$ cat src/sv/sma_pkg.sv
// Shared types and constants for the sign-magnitude accumulator unit.
// No dependencies; imported by every module of the block.
`default_nettype none

package sma_pkg;

    localparam int DEF_WORD_BITS = 20;
    localparam int DEF_NUM_REGS  = 4;

    localparam int FUNC_BITS    = 3;
    localparam int OPERAND_BITS = 20;
    localparam int SEL_BITS     = 2;
    localparam int OUT_WORD_BITS = 20;
    localparam int COUNT_BITS   = 16;

    // Input beat layout
    localparam int IN_TDATA_BITS = ((OPERAND_BITS + 7) / 8) * 8;
    localparam int IN_TUSER_BITS = FUNC_BITS + SEL_BITS;

    // Output beat layout: acc_bits, sign_flag, reg_value, overflow, instr_count
    localparam int OUT_ACC_LSB   = 0;
    localparam int OUT_SIGN_BIT  = OUT_ACC_LSB + OUT_WORD_BITS;
    localparam int OUT_REG_LSB   = OUT_SIGN_BIT + 1;
    localparam int OUT_OVF_BIT   = OUT_REG_LSB + OUT_WORD_BITS;
    localparam int OUT_CNT_LSB   = OUT_OVF_BIT + 1;
    localparam int OUT_FIELD_BITS = OUT_CNT_LSB + COUNT_BITS;
    localparam int OUT_TDATA_BITS = ((OUT_FIELD_BITS + 7) / 8) * 8;

    localparam int QUEUE_DEPTH = 4;

    // Reciprocal scaling for the rotate amount reduction
    localparam int RECIP_SHIFT = OPERAND_BITS + 7;

    // Opcodes as they arrive on the bus
    localparam logic [FUNC_BITS-1:0] FUNC_MOV  = 3'd0;
    localparam logic [FUNC_BITS-1:0] FUNC_ADD  = 3'd1;
    localparam logic [FUNC_BITS-1:0] FUNC_ROTL = 3'd2;
    localparam logic [FUNC_BITS-1:0] FUNC_ROTR = 3'd3;
    localparam logic [FUNC_BITS-1:0] FUNC_SAVE = 3'd4;

    // Decoded operation handed from front to back
    typedef enum logic [2:0] {
        OP_LOAD,
        OP_ADD,
        OP_ROT,
        OP_SAVE,
        OP_NOP
    } t_op;

    typedef struct packed {
        logic full;
        logic empty;
    } t_queue_status;

endpackage

`default_nettype wire

$ cat src/sv/sma_queue.sv
// Small FIFO between the decode front and the execute back.
// Depends on sma_pkg for the status struct.
`default_nettype none

module sma_queue
    import sma_pkg::*;
#(
    parameter int WIDTH = 8,
    parameter int DEPTH = QUEUE_DEPTH
) (
    input  wire logic             i_clk,
    input  wire logic             i_rst_n,
    input  wire logic             i_push,
    input  wire logic [WIDTH-1:0] i_data,
    input  wire logic             i_pop,
    output logic      [WIDTH-1:0] o_data,
    output t_queue_status         o_status
);

    localparam int PTR_BITS = (DEPTH > 1) ? $clog2(DEPTH) : 1;
    localparam int CNT_BITS = $clog2(DEPTH + 1);

    logic [WIDTH-1:0]    r_slot [DEPTH];
    logic [PTR_BITS-1:0] r_wr_ptr;
    logic [PTR_BITS-1:0] r_rd_ptr;
    logic [CNT_BITS-1:0] r_count;

    logic do_push;
    logic do_pop;

    assign o_status.full  = (r_count == CNT_BITS'(DEPTH));
    assign o_status.empty = (r_count == '0);
    assign do_push = i_push && !o_status.full;
    assign do_pop  = i_pop && !o_status.empty;
    assign o_data  = r_slot[r_rd_ptr];

    always_ff @(posedge i_clk) begin
        if (!i_rst_n) begin
            r_wr_ptr <= '0;
            r_rd_ptr <= '0;
            r_count  <= '0;
        end else begin
            if (do_push) begin
                r_wr_ptr <= (r_wr_ptr == PTR_BITS'(DEPTH - 1)) ? '0 : r_wr_ptr + 1'b1;
            end
            if (do_pop) begin
                r_rd_ptr <= (r_rd_ptr == PTR_BITS'(DEPTH - 1)) ? '0 : r_rd_ptr + 1'b1;
            end
            case ({do_push, do_pop})
                2'b10:   r_count <= r_count + 1'b1;
                2'b01:   r_count <= r_count - 1'b1;
                default: r_count <= r_count;
            endcase
        end
    end

    always_ff @(posedge i_clk) begin
        if (do_push) begin
            r_slot[r_wr_ptr] <= i_data;
        end
    end

endmodule

`default_nettype wire

$ cat src/sv/sma_front.sv
// Decode front: takes input beats, converts the operand to sign-magnitude
// and reduces rotate amounts. Depends on sma_pkg.
`default_nettype none

module sma_front
    import sma_pkg::*;
#(
    parameter int WORD_BITS = DEF_WORD_BITS,
    localparam int AMT_BITS = $clog2(WORD_BITS),
    localparam int CMD_BITS = $bits(t_op) + AMT_BITS + SEL_BITS + WORD_BITS
) (
    input  wire logic                    i_clk,
    input  wire logic                    i_rst_n,
    input  wire logic                    i_valid,
    output logic                         o_ready,
    input  wire logic [FUNC_BITS-1:0]    i_func,
    input  wire logic [OPERAND_BITS-1:0] i_operand,
    input  wire logic [SEL_BITS-1:0]     i_sel,
    input  wire t_queue_status           i_q_status,
    output logic                         o_push,
    output logic [CMD_BITS-1:0]          o_cmd
);

    typedef struct packed {
        t_op                  op;
        logic [AMT_BITS-1:0]  amt;
        logic [SEL_BITS-1:0]  sel;
        logic [WORD_BITS-1:0] smag;
    } t_cmd;

    localparam int MAG_BITS    = WORD_BITS - 1;
    localparam int RECIP_BITS  = RECIP_SHIFT - 1;
    localparam int PROD_BITS   = OPERAND_BITS + RECIP_BITS;
    localparam int Q_BITS      = PROD_BITS - RECIP_SHIFT;
    localparam int REM_BITS    = Q_BITS + 8;
    localparam longint unsigned RECIP_FULL =
        ((64'd1 << RECIP_SHIFT) + 64'(WORD_BITS) - 64'd1) / 64'(WORD_BITS);
    localparam logic [RECIP_BITS-1:0] RECIP = RECIP_BITS'(RECIP_FULL);
    localparam logic [63:0] MAG_MAX = {64{1'b1}} >> (65 - WORD_BITS);

    // stage A registers
    logic                    r_a_valid;
    t_op                     r_a_op;
    logic                    r_a_rotr;
    logic [SEL_BITS-1:0]     r_a_sel;
    logic [WORD_BITS-1:0]    r_a_smag;
    logic [OPERAND_BITS-1:0] r_a_raw;
    logic [Q_BITS-1:0]       r_a_q;

    t_op                     n_op;
    logic [OPERAND_BITS-1:0] mag_raw;
    logic [63:0]             mag_sat;
    logic [WORD_BITS-1:0]    n_smag;
    logic [PROD_BITS-1:0]    prod;
    logic                    accept;

    logic [REM_BITS-1:0]     rem_full;
    logic [REM_BITS-1:0]     rem_fix;
    logic [AMT_BITS-1:0]     amt_l;
    logic [AMT_BITS:0]       amt_r;
    t_cmd                    cmd;

    assign o_ready = !r_a_valid || !i_q_status.full;
    assign accept  = i_valid && o_ready;
    assign o_push  = r_a_valid && !i_q_status.full;

    always_comb begin
        case (i_func)
            FUNC_MOV:  n_op = OP_LOAD;
            FUNC_ADD:  n_op = OP_ADD;
            FUNC_ROTL: n_op = OP_ROT;
            FUNC_ROTR: n_op = OP_ROT;
            FUNC_SAVE: n_op = OP_SAVE;
            default:   n_op = OP_NOP;
        endcase
    end

    // two's complement to sign-magnitude; a magnitude too large saturates
    always_comb begin
        mag_raw = i_operand[OPERAND_BITS-1] ? (~i_operand + 1'b1) : i_operand;
        mag_sat = (64'(mag_raw) > MAG_MAX) ? MAG_MAX : 64'(mag_raw);
        n_smag  = {i_operand[OPERAND_BITS-1], mag_sat[MAG_BITS-1:0]};
    end

    // quotient estimate of operand / WORD_BITS
    assign prod = PROD_BITS'(i_operand) * PROD_BITS'(RECIP);

    always_ff @(posedge i_clk) begin
        if (!i_rst_n) begin
            r_a_valid <= 1'b0;
        end else if (accept) begin
            r_a_valid <= 1'b1;
        end else if (o_push) begin
            r_a_valid <= 1'b0;
        end
    end

    always_ff @(posedge i_clk) begin
        if (accept) begin
            r_a_op   <= n_op;
            r_a_rotr <= (i_func == FUNC_ROTR);
            r_a_sel  <= i_sel;
            r_a_smag <= n_smag;
            r_a_raw  <= i_operand;
            r_a_q    <= prod[PROD_BITS-1:RECIP_SHIFT];
        end
    end

    // remainder and right-rotate as a left-rotate amount
    always_comb begin
        rem_full = REM_BITS'(r_a_raw) - REM_BITS'(r_a_q) * REM_BITS'(WORD_BITS);
        rem_fix  = (rem_full >= REM_BITS'(WORD_BITS)) ?
                   rem_full - REM_BITS'(WORD_BITS) : rem_full;
        amt_l    = rem_fix[AMT_BITS-1:0];
        amt_r    = (AMT_BITS+1)'(WORD_BITS) - {1'b0, amt_l};
        cmd.op   = r_a_op;
        cmd.amt  = !r_a_rotr ? amt_l : ((amt_l == '0) ? '0 : amt_r[AMT_BITS-1:0]);
        cmd.sel  = r_a_sel;
        cmd.smag = r_a_smag;
    end

    assign o_cmd = cmd;

endmodule

`default_nettype wire

$ cat src/sv/sma_back.sv
// Execute back: accumulator, register file and counter. Depends on sma_pkg.
// Carries out one command per cycle into an output register unless stalled.
`default_nettype none

module sma_back
    import sma_pkg::*;
#(
    parameter int WORD_BITS = DEF_WORD_BITS,
    parameter int NUM_REGS  = DEF_NUM_REGS,
    localparam int AMT_BITS = $clog2(WORD_BITS),
    localparam int CMD_BITS = $bits(t_op) + AMT_BITS + SEL_BITS + WORD_BITS
) (
    input  wire logic                      i_clk,
    input  wire logic                      i_rst_n,
    input  wire t_queue_status             i_q_status,
    input  wire logic [CMD_BITS-1:0]       i_cmd,
    output logic                           o_pop,
    output logic                           o_valid,
    input  wire logic                      i_ready,
    output logic [OUT_TDATA_BITS-1:0]      o_data
);

    typedef struct packed {
        t_op                  op;
        logic [AMT_BITS-1:0]  amt;
        logic [SEL_BITS-1:0]  sel;
        logic [WORD_BITS-1:0] smag;
    } t_cmd;

    localparam int MAG_BITS = WORD_BITS - 1;

    logic [WORD_BITS-1:0]  r_acc;
    logic [WORD_BITS-1:0]  r_regs [NUM_REGS];
    logic [COUNT_BITS-1:0] r_count;
    logic                  r_out_valid;
    logic [OUT_TDATA_BITS-1:0] r_out_data;

    t_cmd                  cmd;
    logic [WORD_BITS-1:0]  n_acc;
    logic [COUNT_BITS-1:0] n_count;
    logic                  ovf;
    logic                  sa;
    logic                  sb;
    logic [MAG_BITS-1:0]   ma;
    logic [MAG_BITS-1:0]   mb;
    logic [MAG_BITS:0]     sum;
    logic [2*WORD_BITS-1:0] dbl;
    logic                  sel_ok;
    logic [WORD_BITS-1:0]  reg_rd;
    logic [WORD_BITS-1:0]  n_reg_val;
    logic [63:0]           acc_wide;
    logic [63:0]           reg_wide;

    assign cmd     = i_cmd;
    assign o_pop   = !i_q_status.empty && (!r_out_valid || i_ready);
    assign o_valid = r_out_valid;
    assign o_data  = r_out_data;

    assign sa  = r_acc[WORD_BITS-1];
    assign sb  = cmd.smag[WORD_BITS-1];
    assign ma  = r_acc[MAG_BITS-1:0];
    assign mb  = cmd.smag[MAG_BITS-1:0];
    assign sum = {1'b0, ma} + {1'b0, mb};
    assign dbl = {r_acc, r_acc} << cmd.amt;

    always_comb begin
        n_acc = r_acc;
        ovf   = 1'b0;
        case (cmd.op)
            OP_LOAD: n_acc = cmd.smag;
            OP_ADD: begin
                if (sa == sb) begin
                    // magnitude wraps, sign kept
                    n_acc = {sa, sum[MAG_BITS-1:0]};
                    ovf   = sum[MAG_BITS];
                end else if (ma > mb) begin
                    n_acc = {sa, ma - mb};
                end else if (mb > ma) begin
                    n_acc = {sb, mb - ma};
                end else begin
                    n_acc = '0;
                end
            end
            OP_ROT:  n_acc = dbl[2*WORD_BITS-1:WORD_BITS];
            default: n_acc = r_acc;
        endcase
        n_count = (cmd.op == OP_NOP) ? r_count : r_count + 1'b1;
    end

    always_comb begin
        sel_ok = (int'(cmd.sel) < NUM_REGS);
        reg_rd = '0;
        for (int i = 0; i < NUM_REGS; i++) begin
            if (int'(cmd.sel) == i) begin
                reg_rd = r_regs[i];
            end
        end
        if (!sel_ok) begin
            n_reg_val = '0;
        end else if (cmd.op == OP_SAVE) begin
            n_reg_val = r_acc;
        end else begin
            n_reg_val = reg_rd;
        end
        acc_wide = 64'(n_acc);
        reg_wide = 64'(n_reg_val);
    end

    always_ff @(posedge i_clk) begin
        if (!i_rst_n) begin
            r_acc       <= '0;
            r_count     <= '0;
            r_out_valid <= 1'b0;
            for (int i = 0; i < NUM_REGS; i++) begin
                r_regs[i] <= '0;
            end
        end else begin
            if (o_pop) begin
                r_acc       <= n_acc;
                r_count     <= n_count;
                r_out_valid <= 1'b1;
                for (int i = 0; i < NUM_REGS; i++) begin
                    if (cmd.op == OP_SAVE && int'(cmd.sel) == i) begin
                        r_regs[i] <= r_acc;
                    end
                end
            end else if (i_ready) begin
                r_out_valid <= 1'b0;
            end
        end
    end

    always_ff @(posedge i_clk) begin
        if (o_pop) begin
            r_out_data <= {(OUT_TDATA_BITS - OUT_FIELD_BITS)'(0),
                           n_count,
                           ovf,
                           reg_wide[OUT_WORD_BITS-1:0],
                           n_acc[WORD_BITS-1],
                           acc_wide[OUT_WORD_BITS-1:0]};
        end
    end

endmodule

`default_nettype wire

$ cat src/sv/sign_magnitude_accumulator_unit.sv
// Top level of the sign-magnitude accumulator unit: decode front, command
// queue and execute back. Depends on sma_pkg, sma_front, sma_queue, sma_back.
//
// Channel  | Dir | Handshake               | Payload
// ---------+-----+-------------------------+------------------------------------
// s_axis   | in  | s_axis_tvalid/tready    | tdata: operand_value; tuser: func,
//          |     |                         |        reg_select
// m_axis   | out | m_axis_tvalid/tready    | tdata: acc_bits, sign_flag,
//          |     |                         |        reg_value, overflow, instr_count
//
// One beat per cycle in both directions while neither side stalls; the execute
// back retires one command per cycle from the queue while it is not empty and
// its output register is free or being taken, set by its single accumulator
// update loop. Beat path: decode register, queue slot, output register.
// Reset is synchronous and active low; state clears at once, no sweep.
// A stalled m_axis fills the QUEUE_DEPTH-entry queue and the decode register,
// after which s_axis_tready drops; neither side waits on the other otherwise.
`default_nettype none

module sign_magnitude_accumulator_unit
    import sma_pkg::*;
#(
    parameter int WORD_BITS = DEF_WORD_BITS,   // accumulator width, 4..64
    parameter int NUM_REGS  = DEF_NUM_REGS     // register file depth, 1..4
) (
    input  wire logic                      i_clk,
    input  wire logic                      i_rst_n,
    // input beats
    input  wire logic                      s_axis_tvalid,
    output logic                           s_axis_tready,
    // [19:0] operand_value (signed), [23:20] zero
    input  wire logic [IN_TDATA_BITS-1:0]  s_axis_tdata,
    // [2:0] func, [4:3] reg_select
    input  wire logic [IN_TUSER_BITS-1:0]  s_axis_tuser,
    // result beats
    output logic                           m_axis_tvalid,
    input  wire logic                      m_axis_tready,
    // [19:0] acc_bits, [20] sign_flag, [40:21] reg_value, [41] overflow,
    // [57:42] instr_count, [63:58] zero
    output logic [OUT_TDATA_BITS-1:0]      m_axis_tdata
);

    localparam int AMT_BITS = $clog2(WORD_BITS);
    localparam int CMD_BITS = $bits(t_op) + AMT_BITS + SEL_BITS + WORD_BITS;

    logic                push;
    logic                pop;
    logic [CMD_BITS-1:0] cmd_in;
    logic [CMD_BITS-1:0] cmd_out;
    t_queue_status       q_status;

    // decode: opcode class, sign-magnitude operand, reduced rotate amount
    sma_front #(
        .WORD_BITS (WORD_BITS)
    ) u_front (
        .i_clk      (i_clk),
        .i_rst_n    (i_rst_n),
        .i_valid    (s_axis_tvalid),
        .o_ready    (s_axis_tready),
        .i_func     (s_axis_tuser[FUNC_BITS-1:0]),
        .i_operand  (s_axis_tdata[OPERAND_BITS-1:0]),
        .i_sel      (s_axis_tuser[FUNC_BITS +: SEL_BITS]),
        .i_q_status (q_status),
        .o_push     (push),
        .o_cmd      (cmd_in)
    );

    // decoupling queue between decode and execute
    sma_queue #(
        .WIDTH (CMD_BITS),
        .DEPTH (QUEUE_DEPTH)
    ) u_queue (
        .i_clk    (i_clk),
        .i_rst_n  (i_rst_n),
        .i_push   (push),
        .i_data   (cmd_in),
        .i_pop    (pop),
        .o_data   (cmd_out),
        .o_status (q_status)
    );

    // execute: accumulator, registers, counter and the output register
    sma_back #(
        .WORD_BITS (WORD_BITS),
        .NUM_REGS  (NUM_REGS)
    ) u_back (
        .i_clk      (i_clk),
        .i_rst_n    (i_rst_n),
        .i_q_status (q_status),
        .i_cmd      (cmd_out),
        .o_pop      (pop),
        .o_valid    (m_axis_tvalid),
        .i_ready    (m_axis_tready),
        .o_data     (m_axis_tdata)
    );

endmodule

`default_nettype wire

$ cat config.mk
export PLATFORM = sky130hd
export DESIGN_NAME = sign_magnitude_accumulator_unit
export DESIGN_NICKNAME = d
export VERILOG_FILES = /design/src/sv/sma_pkg.sv /design/src/sv/sma_queue.sv /design/src/sv/sma_front.sv /design/src/sv/sma_back.sv /design/src/sv/sign_magnitude_accumulator_unit.sv
export SDC_FILE = /design/constraint.sdc
export NUM_CORES = 1
export LEC_CHECK = 0
export BUFFER_PORTS_ARGS = -buffer_cell sky130_fd_sc_hd__buf_2
export CAP_MARGIN = 0
export CORE_UTILIZATION = 56
export DETAILED_ROUTE_END_ITERATION = 7
export PLACE_DENSITY = 0.77
export SYNTH_ARGS = -nofsm -noshare
export SYNTH_HDL_FRONTEND = slang
export SYNTH_HIERARCHICAL = 1
export SYNTH_SLANG_ARGS = --single-unit
$ cat constraint.sdc
create_clock -name i_clk -period 21.9 [get_ports i_clk]
set_input_delay 4.38 -clock i_clk [delete_from_list [all_inputs] [get_ports i_clk]]
set_output_delay 4.38 -clock i_clk [all_outputs]
set_load 0.02 [all_outputs]
After elaboration in Yosys (flattened, before gate mapping)

Memories as Yosys holds them, arrays and structs flattened. A register that Yosys moved wholly into a read port is not among the register bits.
Index checks and enable logic that the tools add are counted.

Bits in registers: 165
Bits in writable memories: 200
Input bits: 33
Output and inout port bits: 66
Logic and storage cells: 131
Memories kept: 2

Memory list:

| memory         | words | width | read ports | clocked after memory_dff | wr ports | RTL line        | RTL |
|---|---|---|---|---|---|---|---|
| u_queue.r_slot | 4     | 30    | 1          | 1                        | 1        | sma_queue.sv:23 | `logic [WIDTH-1:0] r_slot [DEPTH];` |
| u_back.r_regs  | 4     | 20    | 4          | 0                        | 4        | sma_back.sv:33  | `logic [WORD_BITS-1:0] r_regs [NUM_REGS];` |

Add/subtract/negate cells: 12
$mul: 2
$lt $le $gt $ge: 4
Equal/unequal tests: 17
Shifts and indexed selects: 1
Mux-type cells: 47
Bitwise gates (word level): 5
Reductions and logical operators: 25

Operators by type and width:

| operator                                                         | number |
|---|---|
| 2-to-1 mux 20 bit                                                | 13 |
| one-hot mux 20 bit (3 select lines)                              | 1 |
| multiplier 20 x 23 -> 43 bit (second input constant)             | 1 |
| << shifter 40 x 5 -> 40 bit                                      | 1 |
| greater-than comparator 19 bit                                   | 2 |
| subtractor 19 bit                                                | 2 |
| >= comparator 27 x 5 -> 1 bit (second input constant)            | 1 |
| 2-to-1 mux 1 bit                                                 | 23 |
| subtractor 20 x 21 -> 22 bit                                     | 1 |
| adder 19 x 19 -> 20 bit                                          | 1 |
| adder 20 x 1 -> 20 bit (second input constant)                   | 1 |
| greater-than comparator 20 x 19 -> 1 bit (second input constant) | 1 |
| NOT 20 bit                                                       | 1 |
| multiplier 16 x 3 -> 19 bit (second input constant)              | 1 |
| adder 16 x 1 -> 16 bit (second input constant)                   | 1 |
| 2-to-1 mux 16 bit                                                | 1 |
| 2-to-1 mux 5 bit                                                 | 3 |
| == test 3 x 2 -> 1 bit (second input constant)                   | 4 |
| one-hot mux 3 bit (4 select lines)                               | 1 |
| == test 2 bit (second input constant)                            | 5 |
| == test 3 bit (second input constant)                            | 3 |
| logical AND 1 bit                                                | 9 |
| zero test 3 bit                                                  | 3 |
| 2-to-1 mux 2 bit                                                 | 4 |
| other kinds (17)                                                 | 29 |

Depth between registers and ports, before layout

Gate-level depths: netlist (run 1).

Depth in word-level cells: 7
Depth in mapped cells: 28
Gate-level depth less buffers: 27

Hierarchy

The synthesis (run 1) kept the hierarchy.

Modules (own cells, without submodules):

| module    | times used | cells each | area an instance (µm²) | sequential area each (µm²) |
|---|---|---|---|---|
| sma_back  | 1          | 1,266      | 12,314.3               | 4,854.7 |
| sma_front | 1          | 1,071      | 10,835.4               | 1,851.8 |
| sma_queue | 1          | 212        | 4,822.1                | 3,783.6 |

Worst setup path before layout (run 1)

Ideal clock, no wire load.

Path type: in2reg
Start point: input port s_axis_tdata[12]
End point: register u_front.r_a_q[10], data pin
Library setup time: 262 ps
Arrival time: 10,012 ps
Data required time: 21,638 ps
Path slack: 11,626 ps
Stages on the path: 24
Path buffers: 0
Cell sequence: inv_1 ha_1 fa_1 fa_1 fa_1 inv_1 fa_1 inv_1 fa_1 inv_1 fa_1 inv_1 ha_1 nand4_1 nor2_1 nand4_1 a211o_1 o221ai_1 o211ai_1 a21oi_1 a21o_1 a21oi_1 o21bai_1 xor2_1

Cells in the longest elaborated chain, start to end: 1

RTL lines:

| what                         | RTL line                              | RTL |
|---|---|---|
| start: declaration           | sign_magnitude_accumulator_unit.sv:32 | `input wire logic [IN_TDATA_BITS-1:0] s_axis_tdata,` |
| multiplier 20 x 23 -> 43 bit | sma_front.sv:86                       | `assign prod = PROD_BITS'(i_operand) * PROD_BITS'(RECIP);` |
| net u_front.prod[37]         | sma_front.sv:54                       | `logic [PROD_BITS-1:0] prod;` |
| end signal: assignment       | sma_front.sv:105                      | `r_a_q <= prod[PROD_BITS-1:RECIP_SHIFT];` |
| end: declaration             | sma_front.sv:48                       | `logic [Q_BITS-1:0] r_a_q;` |

The timed path passes the listed nets, and every way through them passes these cells.
A chain may end at the register's enable or synchronous reset.

Worst setup path in the final report (run 1)

Start point: input port s_axis_tdata[7]
End point: register u_front.r_a_q[15], data pin

The elaborated chain is that of the path after synthesis.

==> out/qor.csv, run 1 <==
metric,value,unit
status,"complete, no violations",
cell area after synthesis,28000,sq um
Cell Rows,81,
synthesized instance count,2549,
min Tclk post-route,11.00,ns
most common flop cell mapped by yosys,edfxtp_1,
measured slew at the worst slew-check pin,1.25,ns
Yosys cell types,99,
period utilization,50.2,%
Layout Area Growth over Synthesis,8.08,%
Synthesis Warnings,6,
Inst Count DP,3213,
total negative setup slack,0,ns
max-slew violations,0,
"Clk pin slew, worst setup/hold paths",0.06,ns
H-tree depth,2,
CTS resizes,0,
pre-CTS WS,10.27,ns
WL final,72300,um
post-synthesis register bit count,365,
CTS root buf,clkbuf_16,
share of cells above drive strength 1,11.6,%
CTS tree,done,
Final setup viols,0,
CP arrival,11.29,ns
Inserted Diodes,0,
Crit path required time,22.19,ns
Starting Density,56.9,%
TritonCTS buffer count,38,
number of vias per cell,6.22,
Clock Path Buffers,3,
critical path's slowest cell,a2111oi_0,
"Critical Path, Cell by Cell",buf_2 -> ha_1 -> inv_1 -> fa_1 -> inv_1 -> fa_1 -> fa_1 -> ha_1 -> inv_1 -> fa_1 -> inv_1 -> fa_1 -> ha_1 -> a211o_1 -> a2111oi_0 -> o311a_1 -> o221ai_1 -> o211ai_1 -> nand3_1 -> a41o_1 -> a21o_1 -> a21oi_1 -> xnor2_1,
Final HPWL DP,54400,um
first-pass GRT wire length,113000,um
Post-CTS Hold Fix Bufs,0,
# IOs,99,
TritonRoute pass-1 iters,7,
clk sinks,365,
drt drc,0,
Wirelength per Cell,22.0,um
CP dominant cell by count,fa_1,
fin cells,3283,
sequential-to-total area share from yosys stat,37.5,%
final worst slack,10.90,ns
Worst path max stage delay,0.92,ns
Die W,225,um
startpoint class of the critical path,input port,
DR iter-0 viols,1898,
postcts setup bufs,0,
crit path capture type,register,
Layout Skew,0.0222,ns
initial antenna violation count,0,
Max Cap Violations,0,
worst min-delay path class,reg2reg,
die area,50800,sq um
final RePlAce weighted congestion,0.987,
crit path kind,in2reg,
Buffers on Ports,88,
die height,225,um
gr usage total,29.0,%
clock latency on the worst-skew pair,0.56,ns
"critical path fanouts, max",7,
largest net degree at the start of global routing,62,
slew margin rel.,16.4,%
core area,49200,sq um
Final nets,3053,
Final Hold Vio Count,0,
fmax,90.9,MHz
total number of vias,20400,
RSZ-0062 raised after global routing,false,
global route overflow,0,
ys async rst share,0,%
"EDFF count, synth",318,
vias in the first global route,20300,
syn avg cell area,11.0,sq um
antenna-violating nets left,0,
worst paths after layout:
path / from / to / slack, ns / cells after the start
min: u_front/r_a_smag[3] / u_queue/r_slot[1][3] / 0.50 / 0
max reg2reg: u_front/r_a_q[3] / u_queue/r_slot[0][26] / 14.98 / 27
max: s_axis_tdata[7] / u_front/r_a_q[15] / 10.90 / 23
min reg2reg: u_front/r_a_smag[3] / u_queue/r_slot[1][3] / 0.50 / 0
stage by stage:
stage               instance area, sq um  hold slack [ns]  utilization, %
global placement                   28900            0.465            58.8
floorplan                          28000            0.459               -
detailed placement                 28900            0.484            58.8
finish                             30200            0.504            61.5
CTS                                30200            0.502            61.5
global route                       30200            0.521            61.5
area by class of cell:
class                           instances  area (sq um)
Multi-Input combinational cell       1774         15900
Clock inverter                         25           278
Sequential cell                       365         10500
Tap cell                              664           831
Inverter                              294          1100
Fill cell                            3818         18900
Timing Repair Buffer                  116           651
Clock buffer                           45          1030
cell usage in the layout, fill, tap and decap left out, drive strengths merged, types with 28 or more instances in the layout:
| master | netlist | final |
|---|---|---|
| mux2i | 32 | 32 |
| a21o | 33 | 33 |
| buf | 47 | 116 |
| dfxtp | 47 | 47 |
| clkbuf | 74 | 45 |
| and2 | 28 | 28 |
| nor3 | 89 | 89 |
| nand2 | 155 | 155 |
| fa | 132 | 132 |
| mux4 | 69 | 69 |
| ha | 299 | 299 |
| xor2 | 30 | 30 |
| edfxtp | 318 | 318 |
| a21oi | 145 | 145 |
| nor2 | 104 | 104 |
| xnor2 | 65 | 65 |
| o21ai | 150 | 150 |
| inv | 284 | 289 |
sequential cells by signal, summed over array words and instances (netlist names), named ones only:
signal,flops
u_queue/r_rd_ptr,2
u_front/r_a_op,3
u_back/r_count,16
u_back/o_valid,1
u_front/r_a_q,16
u_back/o_data,57
u_queue/r_count,3
u_back/r_regs,80
u_queue/r_slot,120
u_front/r_a_sel,2
u_front/r_a_smag,20
u_queue/r_wr_ptr,2
u_back/r_acc,20
u_front/r_a_valid,1
u_front/r_a_raw,19
u_front/r_a_rotr,1
Yosys cell counts, types with 24 or more instances:
master    count  area (sq um)
nand2_1     155           582
nor2_1      103           387
nand2b_1     24           150
nor4_1       26           163
a21o_1       33           248
ha_1        299          3740
edfxtp_1    318          9550
clkbuf_1     74           278
fa_1        132          2640
inv_1       283          1060
a21oi_1     145           726
o21ai_0     134           671
xnor2_1      65           569
mux4_2       69          1550
mux2i_1      32           320
nand3_1      27           135
xor2_1       30           263
dfxtp_1      47           941
and2_1       27           169
nor3_1       88           440
routing by layer:
layer  global-route usage, %  wire, um  part of all wire, %
met4                    11.7      2800                  3.9
met2                    49.4     35900                   50
met5                       0         0                    0
met3                    3.86      4420                  6.1
met1                    37.2     29200                   40
kinds of logic after synthesis:
family	share of synthesized area [%]
other cells	0.0134
fa+ha+maj	22.8
simple gates	10.1
compound gates	13.4
mux	7.18
buf+inv	6.03
xor+xnor	2.97
flops	37.5
critical path: cells and delay by family:
kind | cells | cell delay (ns)
fa+ha+maj | 8 | 3.36
compound gates | 8 | 2.73
buf+inv | 5 | 0.54
simple gates | 1 | 0.16
xor+xnor | 1 | 0.09
Power of run 1 is left out: the tool's default activity adds up to more than one toggle a clock period on the data nets, which glitch-free logic cannot reach.
==> run 2, diff against run 1 <==
- ABC_AREA: unset -> 1
- PLACE_DENSITY: 0.77 -> 0.8
- clock period: 21.9 -> 9.2 ns (I/O delays scaled with it)
==> run 2 against run 1 <==
Compared with the run above: critical endpoint unchanged; synthesized cell count is 37% higher; routed wire length is 8.9% higher; final cell count is 29% higher.
==> out/qor.csv, run 2 <==
metric,value,unit,change
status,"complete, no violations",,
"EDFF count, synth",318,,unchanged
RSZ-0062 raised after global routing,false,,
sequential-to-total area share from yosys stat,35.7,%,-1.8 points
Cell Rows,83,,+2.5%
startpoint class of the critical path,input port,,
CTS tree,done,,
"count leader, synth",nand2_1,,
TritonRoute pass-1 iters,6,,-1
"Critical Path, Cell by Cell",buf_2 -> inv_1 -> ha_1 -> fa_1 -> inv_1 -> fa_1 -> inv_1 -> fa_1 -> inv_1 -> fa_1 -> fa_1 -> fa_1 -> inv_1 -> ha_1 -> a21oi_1 -> o21ai_0 -> a21oi_1 -> nand2_1 -> nand3_1 -> nand3_1 -> a21oi_1 -> o21ai_0 -> xor2_1,,
final worst slack,1.73,ns,-9.17 ns
crit path capture type,register,,
register with the most flip-flops,u_queue/r_slot,,
CTS root buf,clkbuf_16,,
drt drc,0,,unchanged
Synthesis Warnings,6,,unchanged
max-slew violations,0,,unchanged
cell area after synthesis,29400,sq um,+5.1%
Clock Path Buffers,3,,unchanged
global route overflow,0,,unchanged
antenna-violating nets left,0,,unchanged
die height,231,um,+2.5%
die area,53400,sq um,+5.0%
postcts setup bufs,0,,unchanged
period utilization,81.2,%,
max reg flops,120,,unchanged
Final setup viols,0,,unchanged
"commonest non-fill, non-tap cell in the layout",nand2_1,,
Yosys cell types,61,,-38%
"Buf+Inv Stages, Crit Path",6,,+1
"commonest cells after routing, fill and taps aside","nand2_1 (745), inv_1 (497), nor2_1 (326), edfxtp_1 (318), ha_1 (299)",,
clk sinks,365,,unchanged
CP arrival,7.79,ns,-3.50 ns
WL final,78700,um,+8.9%
"setup slack, reg-to-reg",3.49,ns,-11.49 ns
total number of vias,24100,,+18%
# IOs,99,,unchanged
final RePlAce weighted congestion,1.02,,+3.8%
Starting Density,56.9,%,about the same
share of cells above drive strength 1,7.98,%,-3.7 points
Layout Area Growth over Synthesis,7.33,%,
critical path's slowest cell,fa_1,,
Die W,231,um,+2.5%
Final HPWL DP,60200,um,+11%
number of vias per cell,5.69,,-8.6%
gr usage total,29.5,%,+0.56 points
crit path kind,in2reg,,
Worst path max stage delay,0.61,ns,-0.31 ns
most common flop cell mapped by yosys,edfxtp_1,,
Crit path required time,9.52,ns,-12.67 ns
synthesized instance count,3482,,+37%
vias in the first global route,22500,,+11%
syn avg cell area,8.44,sq um,-23%
largest net degree at the start of global routing,62,,unchanged
post-synth top area share,32.5,%,-1.6 points
DR iter-0 viols,2605,,+37%
synth cell count leaders,"nand2_1 (745), inv_1 (497), nor2_1 (332)",,
Buffers on Ports,88,,unchanged
Max Cap Violations,0,,unchanged
slew margin rel.,16.7,%,+0.25 points
post-synthesis register bit count,365,,unchanged
Final Hold Vio Count,0,,unchanged
measured slew at the worst slew-check pin,1.25,ns,+0.00351 ns
pre-CTS WS,1.23,ns,-9.04 ns
TritonCTS buffer count,39,,+2.6%
fmax,134,MHz,
core area,51600,sq um,+5.0%
Area contributors post-synth,"edfxtp_1 (32%), ha_1 (13%), nand2_1 (9.5%)",,
Wirelength per Cell,18.6,um,-16%
CP dominant cell by count,fa_1,,
clock latency on the worst-skew pair,0.57,ns,about the same
post-synth top area cell,edfxtp_1,,
Post-CTS Hold Fix Bufs,0,,unchanged
worst min-delay path class,reg2reg,,
"critical path fanouts, max",5,,-2
ys async rst share,0,%,unchanged
total negative setup slack,0,ns,unchanged
Final nets,3993,,+31%
first-pass GRT wire length,122000,um,+8.5%
H-tree depth,2,,unchanged
initial antenna violation count,1,,+1
min Tclk post-route,7.47,ns,
CTS resizes,0,,unchanged
"Clk pin slew, worst setup/hold paths",0.08,ns,+0.02 ns
Layout Skew,0.0341,ns,+0.0119 ns
top cell family by delay on the critical path,adder cells,,
[run 2: cell types whose count changed in the layout (fill, tap and decap cells not counted), sizes merged, moves of 36 or more]
cell | previous run | this run
nand2 | 155 | 774
a21oi | 145 | 200
nor2 | 104 | 355
inv | 289 | 516
xnor2 | 65 | 19
nor3 | 89 | 17
o21ai | 150 | 232
mux4 | 69 | 0
xor2 | 30 | 66
nand3 | 27 | 222
[run 2: cell families (layout without fill, tap and decap cells)]
kind of cell | Yosys count | count (layout) | share of synthesized area (%)
AOI/OAI and AO/OA | 538 | 538 | 10.2
buffers and inverters | 630 | 703 | 8.93
and+or+nand+nor | 1429 | 1429 | 20.8
muxes | 3 | 3 | 0.102
xor gates and xnor gates | 85 | 85 | 2.53
DFF | 365 | 365 | 35.7
other | 1 | 7 | 0.0128
adders and majority gates | 431 | 431 | 21.7
[run 2: final timing paths]
path | startpoint | end | cells past startpoint
worst max-delay path | s_axis_tdata[6] | u_front/r_a_q[15] | 23
worst min-delay path | u_front/r_a_smag[8] | u_queue/r_slot[3][8] | 0
worst max register to register | register | u_back/r_regs[3][9] | 10
worst min register to register | u_front/r_a_smag[8] | u_queue/r_slot[3][8] | 0
[run 2: layout make-up]
class | instances | area [sq um]
Tap cell | 680 | 851
Multi-Input combinational cell | 2492 | 16300
Clock buffer | 56 | 1130
Antenna cell | 1 | 2.50
Inverter | 521 | 1960
Fill cell | 4360 | 20100
Clock inverter | 16 | 153
Sequential cell | 365 | 10500
Timing Repair Buffer | 110 | 606
[run 2: per-layer routing]
metal	part of all wire, %	track usage, %	up-vias	wire length, um
li1	-	-	11500	-
met4	4.2	12.1	0	3320
met2	46	47.2	1129	36200
met1	42	40.7	11300	33000
met3	7.9	3.74	186	6230
met5	0	0	-	0
[run 2: worst register-to-register path, cell delays in order, from the launching register on]
cell and delay [ns]:
dfxtp_1 0.30, buf_4 0.23, inv_1 0.79, o21ai_1 0.16
o22ai_1 0.47, nand2_1 0.14, nor2_1 0.81, inv_1 0.77
nor2_1 0.52, inv_1 0.14, o21ai_2 0.97
[run 2: through the flow]
step	hold WS [ns]	instance area (sq um)	instances	util [%]
4_1_cts	0.486	31500	4240	61.1
3_3_place_gp	0.472	30300	4168	58.6
6_report	0.488	31500	4241	61.1
3_5_place_dp	0.481	30300	4168	58.6
5_1_grt	0.500	31500	4240	61.1
2_1_floorplan	0.459	29400	3487	-
Power of run 2 is left out for the same reason.
==> run 3, diff against run 2 <==
- ABC_AREA: 1 -> 0
- PLACE_DENSITY: 0.8 -> 0.77
- clock period: 9.2 -> 7 ns (I/O delays scaled with it)
==> run 3 against run 2 <==
Compared with the run above: via count is 12% lower; utilization is 3.4 points higher; final cell count is 19% lower; worst setup slack worse by 1.7 ns; critical path depth is 2 higher.
==> out/qor.csv, run 3 (synthesis results as in run 1) <==
metric,value,unit,change
status,"complete, no violations",,
worst min-delay path class,reg2reg,,
die area,50800,sq um,-4.8%
core area,49200,sq um,-4.8%
Reg-to-Reg End,u_queue/r_slot[3][26],,
Layout Skew,0.0199,ns,-0.0141 ns
measured slew at the worst slew-check pin,1.27,ns,+0.0208 ns
Inst Count DP,3358,,-19%
WL final,75100,um,-4.7%
number of vias per cell,6.17,,+8.5%
drt drc,0,,unchanged
Starting Density,56.9,%,about the same
CP arrival,7.26,ns,-0.53 ns
Post-CTS Hold Fix Bufs,0,,unchanged
clk sinks,365,,unchanged
Final Hold Vio Count,0,,unchanged
RR Startpoint,u_front/r_a_q[1],,
Final nets,3207,,-20%
share of cells above drive strength 1,18.9,%,+11 points
crit path kind,in2reg,,
RSZ-0062 raised after global routing,true,,
max-slew violations,0,,unchanged
Inserted Diodes,0,,-1
Layout Area Growth over Synthesis,13.3,%,
antenna-violating nets left,0,,unchanged
max reg flops,120,,unchanged
DR iter-0 viols,1918,,-26%
initial antenna violation count,0,,-1
gr usage total,30.2,%,+0.63 points
"setup slack, reg-to-reg",0.54,ns,-2.95 ns
CTS tree,done,,
"critical path fanouts, max",2,,-3
H-tree depth,2,,unchanged
crit path capture type,register,,
slew margin rel.,15.3,%,-1.4 points
TritonRoute pass-1 iters,6,,unchanged
FF-to-FF path depth,28,,+18
period utilization,99.6,%,
min Tclk post-route,6.97,ns,
global route overflow,0,,unchanged
Clock Path Buffers,3,,unchanged
largest net degree at the start of global routing,62,,unchanged
"commonest cells after routing, fill and taps aside","edfxtp_1 (318), ha_1 (281), inv_1 (258), buf_4 (183), nand2_1 (154)",,
# IOs,99,,unchanged
die height,225,um,-2.4%
clock latency on the worst-skew pair,0.56,ns,about the same
hold path start,u_front/r_a_smag[4],,
Final HPWL DP,56500,um,-6.1%
Cell Rows,81,,-2.4%
first-pass GRT wire length,118000,um,-4.0%
vias in the first global route,21300,,-5.5%
worst hold endpoint,u_queue/r_slot[2][4],,
Max Cap Violations,0,,unchanged
Buffers on Ports,88,,unchanged
Die W,225,um,-2.4%
CTS root buf,clkbuf_16,,
startpoint class of the critical path,input port,,
total number of vias,21200,,-12%
"commonest non-fill, non-tap cell in the layout",edfxtp_1,,
final RePlAce weighted congestion,0.967,,-5.6%
register with the most flip-flops,u_queue/r_slot,,
fmax,143,MHz,
Crit path required time,7.29,ns,-2.23 ns
hold path depth,0,,unchanged
Final setup viols,0,,unchanged
fin cells,3437,,-19%
TritonCTS buffer count,38,,-2.6%
"Clk pin slew, worst setup/hold paths",0.06,ns,-0.02 ns
Wirelength per Cell,21.8,um,+18%
[run 3: what timing repair did]
item                                    in CTS  in global routing
pin swaps                                   28                 55
resized for setup                           14                 72
buffers inserted                             5                  4
endpoints found under the setup margin       5                 22
[run 3: area by class of cell]
class / instances / area [sq um]
Fill cell: 3786 / 17500
Clock buffer: 47 / 1020
Multi-Input combinational cell: 1774 / 16200
Clock inverter: 23 / 196
Tap cell: 664 / 831
Sequential cell: 365 / 10500
Timing Repair Buffer: 270 / 1870
Inverter: 294 / 1110
[run 3: critical path, cell delays in order]
cell	delay, ns
buf_6	0.10
fa_2	0.56
inv_2	0.04
fa_1	0.47
fa_2	0.55
inv_2	0.04
fa_2	0.52
inv_2	0.04
fa_2	0.55
inv_1	0.05
fa_1	0.52
ha_4	0.21
ha_4	0.26
buf_4	0.10
nand3_2	0.08
nor2_2	0.13
nand4_1	0.13
a211o_1	0.31
o221ai_2	0.21
o211ai_1	0.17
nand3_1	0.17
a41o_1	0.21
a21o_1	0.17
a21oi_2	0.07
xnor2_1	0.14
[run 3: metrics by stage]
step           setup slack (ns)  hold slack [ns]  cell area (sq um)  util, %  setup TNS, ns
2_1_floorplan           -0.0447            0.459              28100        -        -0.0447
3_3_place_gp             -0.604            0.464              30100     61.3          -5.53
3_5_place_dp             -0.641            0.482              30100     61.3          -6.63
4_1_cts                 0.00515            0.495              31400     63.9              0
5_1_grt                  -0.219            0.515              31700     64.5         -0.714
6_report                 0.0288            0.494              31700     64.5              0
[run 3: per-layer routing]
layer / global-route usage, % / share of wire, % / vias to the layer above
met3: 3.09 / 6.1 / 174
met5: 0 / 0 / -
met4: 12.4 / 3.9 / 0
met1: 38.7 / 40 / 10500
li1: - / - / 9666
met2: 52.2 / 50 / 857
[run 3: worst max path at each step]
stage / depth (start not counted) / slack (ns) / from / endpoint
floorplan: 26 / -0.04 / s_axis_tdata[3] / u_front/r_a_q[10]
global placement: 25 / -0.60 / s_axis_tdata[5] / u_front/r_a_q[15]
detailed placement: 25 / -0.64 / s_axis_tdata[3] / u_front/r_a_q[15]
CTS: 25 / 0.005 / s_axis_tdata[3] / u_front/r_a_q[14]
global route: 26 / -0.22 / s_axis_tdata[14] / u_front/r_a_q[15]
finish: 25 / 0.03 / s_axis_tdata[17] / u_front/r_a_q[15]
Power of run 3 is left out for the same reason.
